`config.mk`:
```
export PLATFORM = sky130hd
export DESIGN_NAME = vn3c_spline
export DESIGN_NICKNAME = d
export VERILOG_FILES = /design/src/hw/rtl/vn3c_pkg.sv /design/src/hw/rtl/vn3c_spline.sv
export SDC_FILE = /design/constraint.sdc
export NUM_CORES = 2
export LEC_CHECK = 0
export BUFFER_PORTS_ARGS = -buffer_cell sky130_fd_sc_hd__buf_2
export CORE_MARGIN = 2
export CORE_UTILIZATION = 44
export CTS_CLUSTER_DIAMETER = 40
export DETAILED_ROUTE_END_ITERATION = 6
export SLEW_MARGIN = 20
export SYNTH_ARGS = -nofsm -noshare
export SYNTH_HDL_FRONTEND = slang
export SYNTH_SLANG_ARGS = --single-unit
```
`constraint.sdc`:
```
create_clock -name clk -period 26.2 [get_ports clk]
set_input_delay 7.86 -clock clk [delete_from_list [all_inputs] [get_ports clk]]
set_output_delay 7.86 -clock clk [all_outputs]
set_load 0.03 [all_outputs]
```
`src/hw/rtl/vn3c_pkg.sv`:
```
`default_nettype none
package vn3c_pkg;

  typedef enum logic [1:0] {
    CMD_WR_VALUE = 2'd0,
    CMD_WR_PERM  = 2'd1,
    CMD_EVAL     = 2'd2,
    CMD_NONE     = 2'd3
  } cmd_t;

  // Width of spline knots and intermediate Horner values
  localparam int unsigned KW = 24;
  localparam int unsigned CW = 28;

  typedef enum logic [3:0] {
    ST_IDLE,
    ST_HZ,
    ST_HY,
    ST_HX,
    ST_VAL,
    ST_VWAIT,
    ST_SPL,
    ST_OUT
  } state_t;

  typedef struct packed {
    logic          start;
    logic [KW-1:0] k0;
    logic [KW-1:0] k1;
    logic [KW-1:0] k2;
    logic [KW-1:0] k3;
  } spl_req_t;

endpackage
`default_nettype wire

```
`src/hw/rtl/vn3c_spline.sv`:
```
`default_nettype none
// Catmull-Rom spline, one Horner step per cycle on a shared multiplier
module vn3c_spline #(
  parameter int unsigned FRAC_BITS = 16
) (
  input  wire logic                   clk,
  input  wire logic                   rst_n,
  input  wire vn3c_pkg::spl_req_t     req,
  input  wire logic [FRAC_BITS-1:0]   t,
  output logic                        done,
  output logic signed [vn3c_pkg::KW-1:0] result
);
  import vn3c_pkg::*;

  logic signed [CW-1:0] c2_r, c1_r, c0_r, acc_r, acc_nxt;
  logic [1:0] step_r, step_nxt;
  logic busy_r, busy_nxt;
  logic signed [CW-1:0] k0, k1, k2, k3;
  logic signed [CW+FRAC_BITS:0] prod;
  logic signed [CW-1:0] addend;
  logic signed [CW-1:0] fin;

  assign k0 = CW'($signed(req.k0));
  assign k1 = CW'($signed(req.k1));
  assign k2 = CW'($signed(req.k2));
  assign k3 = CW'($signed(req.k3));

  // Shared multiply and add
  assign prod = acc_r * $signed({1'b0, t});
  always_comb begin
    unique case (step_r)
      2'd0:    addend = c2_r;
      2'd1:    addend = c1_r;
      default: addend = c0_r;
    endcase
  end
  assign acc_nxt = CW'(prod >>> FRAC_BITS) + addend;

  always_comb begin
    busy_nxt = busy_r;
    step_nxt = step_r;
    if (req.start) begin
      busy_nxt = 1'b1;
      step_nxt = 2'd0;
    end else if (busy_r) begin
      step_nxt = step_r + 2'd1;
      if (step_r == 2'd2) busy_nxt = 1'b0;
    end
  end

  always_ff @(posedge clk) begin
    if (!rst_n) begin
      busy_r <= 1'b0;
      step_r <= 2'd0;
      done   <= 1'b0;
    end else begin
      busy_r <= busy_nxt;
      step_r <= step_nxt;
      done   <= busy_r && step_r == 2'd2;
    end
  end

  always_ff @(posedge clk) begin
    if (req.start) begin
      acc_r <= CW'(-k0 + 3 * k1 - 3 * k2 + k3);
      c2_r  <= CW'(2 * k0 - 5 * k1 + 4 * k2 - k3);
      c1_r  <= k2 - k0;
      c0_r  <= CW'(2 * k1);
    end else if (busy_r) begin
      acc_r <= acc_nxt;
    end
  end

  assign fin    = (acc_r + CW'(1)) >>> 1;
  assign result = KW'(fin);

  property p_done_after_busy;
    @(posedge clk) disable iff (!rst_n) done |-> $past(busy_r);
  endproperty
  a_done_after_busy: assert property (p_done_after_busy) else $error("spline done w/o busy");
  a_step_range: assert property (@(posedge clk) disable iff (!rst_n)
    busy_r |-> step_r != 2'd3) else $error("spline step overrun");
  a_done_clears: assert property (@(posedge clk) disable iff (!rst_n)
    done |=> !done) else $error("spline done held");
endmodule
`default_nettype wire
```
==> reports/qor.txt <==
Initial antenna violation count: 0
Number of global-route vias before repair: 22700
Max Freq: 60.4 MHz
Area grow syn2layout: 6.44%
Total global routing overflow: 0
CP max FO: 28
Crit Path Category: in -> reg
Cells on Worst Hold Path: 2
Num CTS Buffers: 9
Most used cell, CP: fa_1
Global-route wire length before repair: 119 mm
Chip Width: 265 µm
Hold Vio Cnt, Final: 0
Layout net count: 4329
Share of post-route cells with drive strength above 1: 6.51%
Diodes inserted: 0
Syn Area/Cell: 9.30 µm²
Endpoints failing setup: 0
Yosys cell types: 76
Die Area: 0.0703 mm²
Total of max-cap violations: 0
R2r endpoint: acc_r[24]
Worst setup EP type: register
WL final: 70.9 mm
Post-synth top cells: inv_1, fa_1, nand2_1
Mapped Cells: 3226
DR DRC count: 0
Num ports: 140
Post-Route Setup TNS: 0 ps
Placed Cells: 4158
Pin count of the biggest net entering global routing: 60
Count leader, synth: inv_1
Initial core utilization: 44.5%
Placer Congestion: 0.863
CP peak stage delay: 750 ps
Slew margin rel.: 29.5%
Mapped Nets: 4259
Clock sinks: 109
Max-slew violations: 0
CTS root buffer: clkbuf_16
Critical path data required time: 26300 ps
Clock skew: 17.4 ps
Die Y-Extent: 265 µm
Min-Delay Path Class: reg -> reg
Largest cells by area after synthesis: fa_1, ha_1, edfxtp_1
I/O Buffers: 139
Min cycle time layout: 16570 ps
H-tree depth: 3
Vias: 20700
Ys async rst share: 0%
Total track usage: 21.4%
Synth area leader: fa_1
Post-DRT Antenna Nets: 0
DRT Pass-1 Iters: 5
Hold wc startpoint: step_r[1]
Worst-Margin Slew: 1060 ps
RSZ-0062 raised after global routing: false
Prevailing post-synth register cell: edfxtp_1
Post-CTS Hold Buffers: 0
Core area: 0.0674 mm²
Worst r2r path cells: 32
Hold endpoint: step_r[1]
Num rows: 95
Status: complete, no violations
Post-Syn Area: 0.0300 mm²
Worst reg2reg path startpoint: acc_r[6]
Synth top area share: 40.0%
Register area share after synthesis: 10.8%
CTS tree: built
Layout Cells excl Fill: 4174
Startpoint types: input pin
Arr. time, crit path: 16670 ps
Period utilisation layout: 63.2%
Final HPWL DP: 58.2 mm
Via density: 4.96
Post-CTS setup buffers: 0
Slowest CP cell: a2111oi_0
Latest clock arrival within the worst-skew pair: 370 ps
R2R Setup Slk: 16780 ps
Number of synthesized flops with an enable pin: 105
#FFs+latches synth: 109
Total number of yosys warnings: 0
Post_cts resized: 0
Initial DRC count: 925
Reg clk slew, reported paths: 90 ps
Bufs on Longest Clock Path: 2
Post-DR wirelength/cell: 17.0 µm
registers in the layout (all words and copies together) (netlist names):
| signal | flops |
|---|---|
| c2_r | 28 |
| done | 1 |
| busy_r | 1 |
| c1_r | 25 |
| c0_r | 24 |
| acc_r | 28 |
| step_r | 2 |
cells in the final DEF, fill, tap and decap left out, drive strengths merged, types with 8 or more instances in the layout:
| master | instances |
|---|---|
| o21a | 32 |
| xor2 | 38 |
| ha | 318 |
| and3 | 12 |
| xnor2 | 109 |
| nand3 | 29 |
| and2 | 190 |
| inv | 803 |
| or2 | 8 |
| clkbuf | 9 |
| nor2 | 88 |
| nand2b | 28 |
| o211ai | 9 |
| nor2b | 16 |
| edfxtp | 105 |
| a22oi | 23 |
| a21oi | 100 |
| nand2 | 383 |
| or3 | 11 |
| a21o | 28 |
| o21ai | 63 |
| nor3 | 26 |
| buf | 168 |
| fa | 600 |
area by class of cell:
cell class,count,area (µm²)
multi-input cells,2206,23400
repair buffers,168,916
flip-flops and latches,109,3230
inverters,802,3010
clock buffers,9,225
well taps,873,1090
clock inverters,7,105
fillers,6522,35500
routing by layer:
metal / vias up / GRT usage (%) / share of wire, %
li1: 9931 / - / -
met3: 78 / 2.16 / 4.3
met2: 412 / 35.3 / 46
met1: 10300 / 30.5 / 47
met4: 0 / 4.87 / 2.0
met5: - / 0 / 0
cell families after synthesis:
family          Yosys count  synth area share (%)
flops                   109                  10.8
compound gates          325                  7.20
fa+ha+maj               918                  53.3
simple gates            808                  12.8
buf+inv                 911                  11.4
xor+xnor                147                  4.29
mux                       8                 0.279
worst max-delay path, delay by kind of cell:
| kind | cells | cell delay, ps |
|---|---|---|
| fa+ha+maj | 8 | 3640 |
| compound gates | 13 | 3290 |
| simple gates | 7 | 1020 |
| xor+xnor | 2 | 250 |
| buf+inv | 2 | 590 |
how the worst max path moves through the flow:
stage / from / end / slack, ps
4_1_cts: t[2] / acc_r[24] / 9670
3_5_place_dp: t[2] / acc_r[26] / 9310
2_1_floorplan: t[2] / acc_r[26] / 10330
3_3_place_gp: t[2] / acc_r[26] / 9370
5_1_grt: t[2] / acc_r[24] / 9140
6_report: t[2] / acc_r[24] / 9630
metrics by stage:
step / cell area [µm²] / setup WS, ps / hold WS, ps / utilization [%]
6_report: 31900 / 9630 / 546 / 47.4
5_1_grt: 31900 / 9140 / 571 / 47.4
4_1_cts: 31900 / 9670 / 546 / 47.4
3_5_place_dp: 31600 / 9310 / 527 / 46.9
3_3_place_gp: 31600 / 9370 / 510 / 46.9
2_1_floorplan: 30000 / 10330 / 487 / -
Power is not shown: default switching activity piles up to over one toggle a cycle in this logic, so the estimate is an artifact.
